--- src/rtl/dwpf_ram.sv ---
// Generic single-port-write, single-port-read RAM with registered read data.
module dwpf_ram #(
   parameter int WIDTH = 32,
   parameter int DEPTH = 16,
   localparam int AW = (DEPTH > 1) ? $clog2(DEPTH) : 1
) (
   input  logic             clock,
   input  logic             wr_en,
   input  logic [AW-1:0]    wr_addr,
   input  logic [WIDTH-1:0] wr_data,
   input  logic             rd_en,
   input  logic [AW-1:0]    rd_addr,
   output logic [WIDTH-1:0] rd_data
);

   logic [WIDTH-1:0] mem_ff [DEPTH];
   logic [WIDTH-1:0] rd_data_ff;

   always_ff @(posedge clock) begin
      if (wr_en) begin
         mem_ff[wr_addr] <= wr_data;
      end
      if (rd_en) begin
         rd_data_ff <= mem_ff[rd_addr];
      end
   end

   assign rd_data = rd_data_ff;

endmodule

--- config.mk ---
export PLATFORM = sky130hd
export DESIGN_NAME = dwpf_ram
export DESIGN_NICKNAME = d
export VERILOG_FILES = /design/src/rtl/dwpf_ram.sv
export SDC_FILE = /design/constraint.sdc
export NUM_CORES = 1
export LEC_CHECK = 0
export BUFFER_PORTS_ARGS = -buffer_cell sky130_fd_sc_hd__buf_2
export CELL_PAD_IN_SITES_DETAIL_PLACEMENT = 0
export CELL_PAD_IN_SITES_GLOBAL_PLACEMENT = 1
export CORE_MARGIN = 2
export CORE_UTILIZATION = 50
export CTS_CLUSTER_DIAMETER = 30
export DETAILED_ROUTE_END_ITERATION = 12
export PLACE_DENSITY = 0.72
export SYNTH_ARGS = -nofsm -noshare
export SYNTH_HDL_FRONTEND = slang
export SYNTH_SLANG_ARGS = --single-unit
--- constraint.sdc ---
create_clock -name clock -period 4.8 [get_ports clock]
set_input_delay 1.44 -clock clock [delete_from_list [all_inputs] [get_ports clock]]
set_output_delay 1.44 -clock clock [all_outputs]
set_load 0.005 [all_outputs]
==> results.sh <==
export IMPL_status="finished, final reports clean"
export IMPL_synth_top_area_cell="edfxtp_1"
export IMPL_seq_area_frac_synth=0.810
export IMPL_drive_above_1_share=0.382
export IMPL_core_area_um2=39800
export IMPL_grt_ovfl_total=0
export IMPL_grt_start_max_net_pins=45
export IMPL_syn_avg_cell_area_um2=24.1
export IMPL_skew_ns=0.0150
export IMPL_cap_violations=0
export IMPL_yosysMostFrequentCell="edfxtp_1"
export IMPL_vias=9552
export IMPL_max_freq_mhz=337
export IMPL_routed_wl_um=44200
export IMPL_syn_nets=881
export IMPL_cts_setup_buffers=0
export IMPL_row_count=73
export IMPL_synthAdderAreaFrac=0
export IMPL_setup_tns_final_ns=0
export IMPL_synth_mux_area_frac=0.143
export IMPL_wl_per_cell_um=27.5
export IMPL_dr_first_iter_drc_count=926
export IMPL_cts_path_max_buffers=3
export IMPL_die_area_um2=42000
export IMPL_fin_crit_sh=0.619
export IMPL_die_w_um=205
export IMPL_synthTopCellsByArea="edfxtp_1 (81%), mux4_2 (14%), a22oi_1 (2.4%)"
export IMPL_fin_area_um2=25000
export IMPL_ios=75
export IMPL_fin_total_pwr_mw=13.1
export IMPL_synth_top_area_share=0.810
export IMPL_htreeDepth=3
export IMPL_maxSlewHeadroom=0.117
export IMPL_synth_edf_count=544
export IMPL_clockRootBuffer="clkbuf_16"
export IMPL_drc_errors=0
export IMPL_cts_tree="done"
export IMPL_antenna_found_initial=1
export IMPL_crit_fanout=32
export IMPL_setup_viol=0
export IMPL_period_minus_slack_ns=2.97
export IMPL_vdd_drop_max_mv=0.314
export IMPL_dr_pass1_iters=5
export IMPL_synth_xor_xnor_area_share=0
export IMPL_leakage_nw=8.26
export IMPL_synth_flop_cell="edfxtp_1"
export IMPL_placed_cell_area_um2=21400
export IMPL_ys_types=17
export IMPL_clk_pin_slew_ns=0.04
export IMPL_synth_simple_area_share=0.0125
export IMPL_hold_viol=0
export IMPL_fp_dieH_um=205
export IMPL_critPathKind="in -> reg"
export IMPL_grt_pass1_vias=10007
export IMPL_rsz0062_at_grt="false"
export IMPL_grt_pass1_wl_um=65300
export IMPL_vias_per_cell=5.94
export IMPL_cts_sinks=544
export IMPL_cts_repair_resized=0
export IMPL_worst_slew_pin_slew_ns=1.32
export IMPL_end_kind="flip-flop"
export IMPL_report_final_slew_viol_count=0
export IMPL_async_reset_ff_frac=0
export IMPL_hold_buffers=0
export IMPL_syn_inst=838
export IMPL_place_hpwl_um=22300
export IMPL_cp_required_ns=5.01
export IMPL_cp_start_kind="input port"
export IMPL_hold_path_class="reg -> reg"
export IMPL_synthTopCellsByCount="edfxtp_1 (544), mux4_2 (128), a22oi_1 (64), nand2_1 (33), clkbuf_1 (17)"
export IMPL_synth_top_family_by_area="multiplexers"
export IMPL_cts_buffers=98
export IMPL_ys_ff_latch=544
export IMPL_postRouteAntennaNets=0
export IMPL_syn2layout_area_growth_pct=23.7
export IMPL_synth_compound_area_frac=0.0238
export IMPL_routabilityCongestion=0.699
export IMPL_yosysWarnings=0
export IMPL_insertion_delay_ns=0.61
export IMPL_place_port_buffers=74
export IMPL_fin_nets=1042
export IMPL_syn_cell_area_um2=20200
export IMPL_arrival_ns=3.18
export IMPL_grt_usage=0.219
export IMPL_powerDensity_nw_per_um2=525
export IMPL_fin_util=0.627
export IMPL_floorplan_initialDensity=0.507
==> logic make-up after synthesis <==
group                  after synthesis
and+or+nand+nor                     59
DFF                                544
AOI/OAI and AO/OA                   64
muxes                              128
buffers and inverters               43
==> registers in the layout (all words and copies together) (netlist names) <==
signal	count
rd_data	32
mem_ff	512
==> cell type report <==
type / count / area, um2
Clock inverter: 77 / 1040
Timing Repair Buffer: 104 / 682
Sequential cell: 544 / 16300
Fill cell: 2733 / 14900
Tap cell: 525 / 657
Clock buffer: 107 / 2490
Antenna cell: 1 / 2.50
Multi-Input combinational cell: 251 / 3750
==> worst paths after layout <==
check                 start            end  slack (ns)  cells past startpoint
max              wr_addr[2]  mem_ff[3][30]        1.83                      3
min          mem_ff[12][30]    rd_data[30]        0.74                      3
max reg2reg    mem_ff[5][5]     rd_data[5]        3.23                      3
min reg2reg  mem_ff[12][30]    rd_data[30]        0.74                      3
==> critical path, cell delays in order <==
cell,delay (ns)
buf_2,0.11
or3b_2,0.58
nor2_4,1.02
==> per-stage QoR <==
| step | hold WS (ns) | setup WS (ns) | cells |
|---|---|---|---|
| after floorplan | 0.710 | 0.180 | 838 |
| after global placement | 0.730 | 1.18 | 1424 |
| after detailed placement | 0.730 | 1.19 | 1424 |
| after CTS | 0.741 | 1.82 | 1608 |
| after global routing | 0.760 | 1.75 | 1609 |
| final | 0.738 | 1.83 | 1609 |
==> routing by layer <==
metal  vias up  global-route usage  part of all wire
met2       399               0.337              0.48
met5         -                   0                 0
met1      5106               0.320              0.43
li1       3973                   -                 -
met3        74              0.0450             0.069
met4         0              0.0707             0.020
==> cell usage in the layout (no fill, tap or decap) <==
| master | count |
|---|---|
| edfxtp_1 | 544 |
| mux4_2 | 128 |
| clkbuf_16 | 98 |
| buf_2 | 72 |
| a22oi_1 | 64 |
| nand2_1 | 33 |
| buf_4 | 25 |
| bufinv_16 | 21 |
| clkinv_2 | 16 |
| clkinv_1 | 14 |
| nor2_4 | 13 |
| clkbuf_1 | 9 |
| clkinv_4 | 8 |
| clkinvlp_4 | 7 |
| inv_6 | 6 |
| buf_12 | 6 |
| nor3_2 | 4 |
| nor2b_4 | 2 |
| nand3b_1 | 2 |
| nand2b_1 | 2 |
| inv_16 | 2 |
| clkinv_8 | 2 |
| diode_2 | 1 |
| and2_2 | 1 |
| nand3_1 | 1 |
| or3b_2 | 1 |
| clkinv_16 | 1 |
| clkbuf_8 | 1 |
==> power breakdown <==
group / switching, mW / leakage [nW] / total [mW] / internal (mW)
logic: 0.275 / 1.61 / 0.462 / 0.187
clock network: 2.36 / 1.71 / 7.25 / 4.89
registers: 0.0323 / 4.94 / 5.40 / 5.36
total: 2.67 / 8.26 / 13.1 / 10.4
Note: power is estimated with default switching activity, not from simulation.
