<file path="src/rtl/dwpf_pkg.sv">
// Shared types, constants and widths of the two-wheel path follower.
package dwpf_pkg;

   // Path store geometry.
   localparam int PATH_DEPTH = 1024;
   localparam int PATH_AW    = $clog2(PATH_DEPTH);
   localparam int PIDX_W     = PATH_AW + 1;

   // Field widths of the transfer payloads.
   localparam int PULSE_W  = 12;
   localparam int SPEED_W  = 16;
   localparam int ENTRY_W  = 10;
   localparam int STEP_W   = 11;
   localparam int DRIVE_W  = 16;

   // Configuration register widths.
   localparam int SPP_W    = 16;
   localparam int FGAIN_W  = 16;
   localparam int PGAIN_W  = 32;
   localparam int IGAIN_W  = 32;
   localparam int PLEN_W   = 11;
   localparam int TPS_W    = 8;
   localparam int CSR_IDX_W  = 3;
   localparam int CSR_DATA_W = 32;

   // Datapath widths.
   localparam int SPD_W   = 29;   // scaled encoder speed, mm/s with 8 fraction bits
   localparam int FILT_W  = 32;   // filtered speed
   localparam int SUM_W   = 48;   // saturating error sum
   localparam int ERR_W   = 33;   // speed error
   localparam int MAC_A_W = 34;
   localparam int MAC_B_W = 18;
   localparam int PROD_W  = MAC_A_W + MAC_B_W;
   localparam int ACC_W   = 82;
   localparam int FILT_SHIFT = 16;
   localparam int DRV_SHIFT  = 25;
   localparam int WSTATE_W   = FILT_W + SUM_W;

   localparam logic signed [ACC_W-1:0] FILT_ROUND  = ACC_W'(32'sd32768);
   localparam logic signed [ACC_W-1:0] DRIVE_ROUND = ACC_W'(32'sd16777216);

   // Reset values of the configuration registers.
   localparam logic [SPP_W-1:0]   SPP_RESET   = SPP_W'(6400);
   localparam logic [FGAIN_W-1:0] FGAIN_RESET = FGAIN_W'(26214);
   localparam logic [PGAIN_W-1:0] PGAIN_RESET = PGAIN_W'(27487791);
   localparam logic [IGAIN_W-1:0] IGAIN_RESET = IGAIN_W'(54976);
   localparam logic [PLEN_W-1:0]  PLEN_RESET  = '0;
   localparam logic [TPS_W-1:0]   TPS_RESET   = TPS_W'(5);

   typedef enum logic [CSR_IDX_W-1:0] {
      CSR_SPEED_PER_PULSE = 3'd0,
      CSR_FILTER_GAIN     = 3'd1,
      CSR_PROP_GAIN       = 3'd2,
      CSR_INTEGRAL_GAIN   = 3'd3,
      CSR_PATH_LENGTH     = 3'd4,
      CSR_TICKS_PER_STEP  = 3'd5
   } csr_reg_type;

   localparam logic KIND_TICK = 1'b0;
   localparam logic KIND_LOAD = 1'b1;

   typedef struct packed {
      logic                      kind;
      logic signed [PULSE_W-1:0] pulses_left;
      logic signed [PULSE_W-1:0] pulses_right;
      logic [ENTRY_W-1:0]        entry_index;
      logic signed [SPEED_W-1:0] entry_right_speed;
      logic signed [SPEED_W-1:0] entry_left_speed;
   } req_data_type;

   typedef struct packed {
      logic signed [DRIVE_W-1:0] drive_left;
      logic signed [DRIVE_W-1:0] drive_right;
      logic [STEP_W-1:0]         step_index;
      logic                      path_done;
   } rsp_data_type;

   typedef enum logic [1:0] {
      SH_0  = 2'd0,
      SH_16 = 2'd1,
      SH_32 = 2'd2
   } mac_shift_type;

   // Control of the shared multiply-accumulate unit for one cycle.
   typedef struct packed {
      logic          go;         // form a product this cycle
      logic          init;       // load the accumulator with a rounding constant
      logic          round_sel;  // 0: filter rounding, 1: drive rounding
      mac_shift_type shift;      // weight of this product
   } mac_ctrl_type;

endpackage

</file>
<file path="src/rtl/dwpf_mac.sv">
// Shared multiply-accumulate unit: one registered product per cycle, weighted add next cycle.
module dwpf_mac import dwpf_pkg::*; (
   input  logic                      clock,
   input  logic                      reset,
   input  mac_ctrl_type              ctrl,
   input  logic signed [MAC_A_W-1:0] op_a,
   input  logic signed [MAC_B_W-1:0] op_b,
   output logic signed [ACC_W-1:0]   acc
);

   logic signed [PROD_W-1:0] prod_ff, prod_in;
   mac_shift_type            shift_ff;
   logic                     add_ff;
   logic signed [ACC_W-1:0]  acc_ff, acc_in;
   logic signed [ACC_W-1:0]  prod_ext;
   logic signed [ACC_W-1:0]  addend;

   always_comb begin
      prod_in  = op_a * op_b;
      prod_ext = ACC_W'(prod_ff);
      unique case (shift_ff)
         SH_0:    addend = prod_ext;
         SH_16:   addend = prod_ext <<< 16;
         SH_32:   addend = prod_ext <<< 32;
         default: addend = '0;
      endcase
      if (ctrl.init) begin
         acc_in = ctrl.round_sel ? DRIVE_ROUND : FILT_ROUND;
      end else if (add_ff) begin
         acc_in = acc_ff + addend;
      end else begin
         acc_in = acc_ff;
      end
   end

   always_ff @(posedge clock) begin
      if (reset) begin
         add_ff <= 1'b0;
      end else begin
         add_ff <= ctrl.go;
      end
      prod_ff  <= prod_in;
      shift_ff <= ctrl.shift;
      acc_ff   <= acc_in;
   end

   assign acc = acc_ff;

endmodule

</file>
<file path="config.mk">
export PLATFORM = sky130hd
export DESIGN_NAME = dwpf_mac
export DESIGN_NICKNAME = d
export VERILOG_FILES = /design/src/rtl/dwpf_pkg.sv /design/src/rtl/dwpf_mac.sv
export SDC_FILE = /design/constraint.sdc
export NUM_CORES = 2
export LEC_CHECK = 0
export ABC_CLOCK_PERIOD_IN_PS = 9700
export BUFFER_PORTS_ARGS = -buffer_cell sky130_fd_sc_hd__buf_2
export CORE_AREA = 2 2 326 328
export DETAILED_ROUTE_END_ITERATION = 10
export DIE_AREA = 0 0 328 330
export SYNTH_ARGS = -nofsm -noshare
export SYNTH_HDL_FRONTEND = slang
export SYNTH_SLANG_ARGS = --single-unit
</file>
<file path="constraint.sdc">
create_clock -name clock -period 9.7 [get_ports clock]
set_clock_uncertainty 0.05 [all_clocks]
set_input_delay 0 -clock clock [delete_from_list [all_inputs] [get_ports clock]]
set_output_delay 0 -clock clock [all_outputs]
set_load 0.005 [all_outputs]
</file>
==> metrics.md <==
| Metric | Value |
|---|---|
| Leading area contributor after synthesis | `fa_1` |
| Antenna-violating nets left | `0` |
| Area Growth Syn to Fin | `7.98%` |
| TritonRoute pass-1 iters | `5` |
| CTS Sinks | `137` |
| Die width | `328 microns` |
| Critical path's slowest cell | `buf_2` |
| Slowest stage delay, CP | `roughly 0.64 ns` |
| Final worst-path cycle share | `0.672` |
| WS Path Type | `in -> reg` |
| Syn Area/Cell | `8.68 sq um` |
| Std-Cell Rows | `around 120` |
| Die height | `330 microns` |
| Max Cap Violations | `0` |
| CP Cell Sequence | `buf_2 > nand2_1 > fa_1 > fa_1 > fa_1 > inv_1 > fa_1 > fa_1 > inv_1 > fa_1 > inv_1 > ha_1 > a21oi_1 > o221ai_1 > or4_1 > o31ai_1 > o31ai_1 > a21oi_1 > o211ai_1 > a21boi_2 > o21ai_0 > xor2_1` |
| Synth Flop Type | `edfxtp_1` |
| CP bufs+invs | `4` |
| Number of synthesized register bits | `137` |
| Final setup fails | `0` |
| I/O Pins | `approximately 140` |
| Post-synth net total | `between 4000 and 5000` |
| Initial core utilization | `0.298` |
| Antenna cells | `0` |
| CTS tree | `built` |
| CORE AREA | `105000 sq um` |
| Synthesized instance count | `about 3600` |
| Routed len/inst | `approximately 18 microns` |
| IO Port Bufs | `140` |
| Hold/Removal Path Class | `in -> reg` |
| Critical path peak fanout | `34` |
| Post-Route WL | `89400 microns` |
| Commonest cells post-synth | `inv_1, fa_1, nand2_1, and2_1, ha_1` |
| Relative slew slack | `0.274` |
| Number of flops mapped to enable cells by yosys | `82` |
| Remaining global-route overflow | `0` |
| Final slew viol count | `0` |
| GP Congestion | `0.912` |
| Most common cell in the netlist | `inv_1` |
| Final nets | `about 4400` |
| Clock tree buffer depth | `2` |
| Largest net degree at the start of global routing | `90` |
| Clk slew on worst S/H paths | `0.06 ns` |
| Drt drc | `0` |
| Root Buffer | `clkbuf_16` |
| Final hold vios | `0` |
| DRT iter0 DRCs | `1784` |
| Ys async rst share | `0` |
| GRT Util Overall | `0.168` |
| Synth area leaders | `fa_1, ha_1, inv_1` |
| DIE AREA | `108000 sq um` |
| DP HPWL | `around 73000 microns` |
| TritonCTS buffer count | `17` |
| R2R cell count | `15` |
| Cell Area, Synth | `31200 sq um` |
| H-tree levels | `4` |
| Critical path depth | `22` |
| FMAX | `153 MHz` |
| CP Launch Type | `input port` |
| Synthesis warning total | `0` |
| Number of setup buffers added after CTS | `0` |
| Critical Path RT | `9.98 ns` |
| Number of global-route vias before repair | `between 20000 and 25000` |
| Via count | `24100` |
| Clock insertion delay at the later pin of the skew report | `roughly 0.45 ns` |
| Most used cell, CP | `fa_1` |
| Global-route wire length before repair | `142000 microns` |
| Tmin final | `6.52 ns` |
| Setup tns final | `0 ns` |
| Worst path top cell family by delay | `adder cells` |
| Vias per cell | `around 4.8` |
| Seq/Total Area, Yosys | `0.114` |
| Share of cells above drive strength 1 | `0.0596` |
| RSZ-0062 raised after global routing | `false` |
| Critical path data arrival time | `~7 ns` |
| Synth cell types | `87` |
| Initial antenna violation count | `2` |
| Hold depth | `2` |
| Synth top area share | `0.376` |
| CP endpoint kind | `flip-flop` |
| Measured slew at the worst slew-check pin | `1.09 ns` |
| Status | `finished clean` |
-- routing by layer --
metal  global-route usage  wire length, microns  part of all wire  vias up
met5                    0                     8          0.000089        -
met4               0.0437                  2060             0.023        2
met3               0.0196                  5040             0.056      103
met2                0.276                 41600              0.47      724
met1                0.234                 40700              0.46    12000
li1                     -                     -                 -    11200
-- area by class of cell --
cell class                 count  area, sq um
tap                         1391         1740
timing repair buffer         156          833
sequential                   137         3570
clock buffer                  19          464
inverter                     673         2530
fill                       11000        71000
multi-input combinational   2608        24400
clock inverter                13          124
-- metrics by stage --
step,cells,hold WS [ns],instance area (sq um),setup slack [ns],util
finish,4997,0.0621,33700,3.18,0.322
global route,4997,0.0340,33700,2.79,0.322
CTS,4997,0.0240,33700,3.25,0.322
detailed placement,4960,0.0572,33100,2.77,0.316
global placement,4960,0.0586,33100,2.86,0.316
floorplan,3595,-0.0223,31200,3.61,-
-- final timing paths --
kind / start / to / slack (ns)
max: op_b[3] / prod_ff[49] / 3.18
min: op_a[0] / prod_ff[0] / 0.06
max reg2reg: shift_ff[0] / acc[79] / 4.01
min reg2reg: acc[0] / acc[0] / 0.67
-- repair_timing --
item                                    4_1_cts  5_1_grt
endpoints found under the setup margin        0        0
resized for setup                             0        0
hold buffers                                  5        0
endpoints found under the hold margin         5        0
-- sequential cells by signal, summed over array words and instances (netlist names) --
name and cells:
acc 82, prod_ff 52, shift_ff 2, add_ff 1
-- cell families after synthesis --
kind of cell | synth area share
multiplexers | 0.00754
AND/OR/NAND/NOR | 0.169
AO/OA/AOI/OAI | 0.114
adder cells (fa/ha/maj) | 0.459
flip-flops | 0.114
buffers and inverters | 0.103
XOR/XNOR | 0.0337
-- layout by cell type (no fill, tap or decap), types with 24 or more instances in the layout --
cell | Yosys | routed
a21o_1 | 69 | 69
a21oi_1 | 193 | 193
and2_1 | 258 | 258
buf_2 | 7 | 140
dfxtp_1 | 55 | 53
edfxtp_1 | 82 | 82
fa_1 | 586 | 586
ha_1 | 206 | 206
inv_1 | 673 | 673
nand2_1 | 477 | 477
nand3_1 | 24 | 24
nand4_1 | 32 | 32
nor2_1 | 196 | 196
nor2b_1 | 39 | 38
o21ai_0 | 122 | 122
o21bai_1 | 34 | 34
xnor2_1 | 81 | 81
xor2_1 | 39 | 39
Power is left out: the tool's default activity adds up to more than one toggle a clock period on the data nets, which glitch-free logic cannot reach.
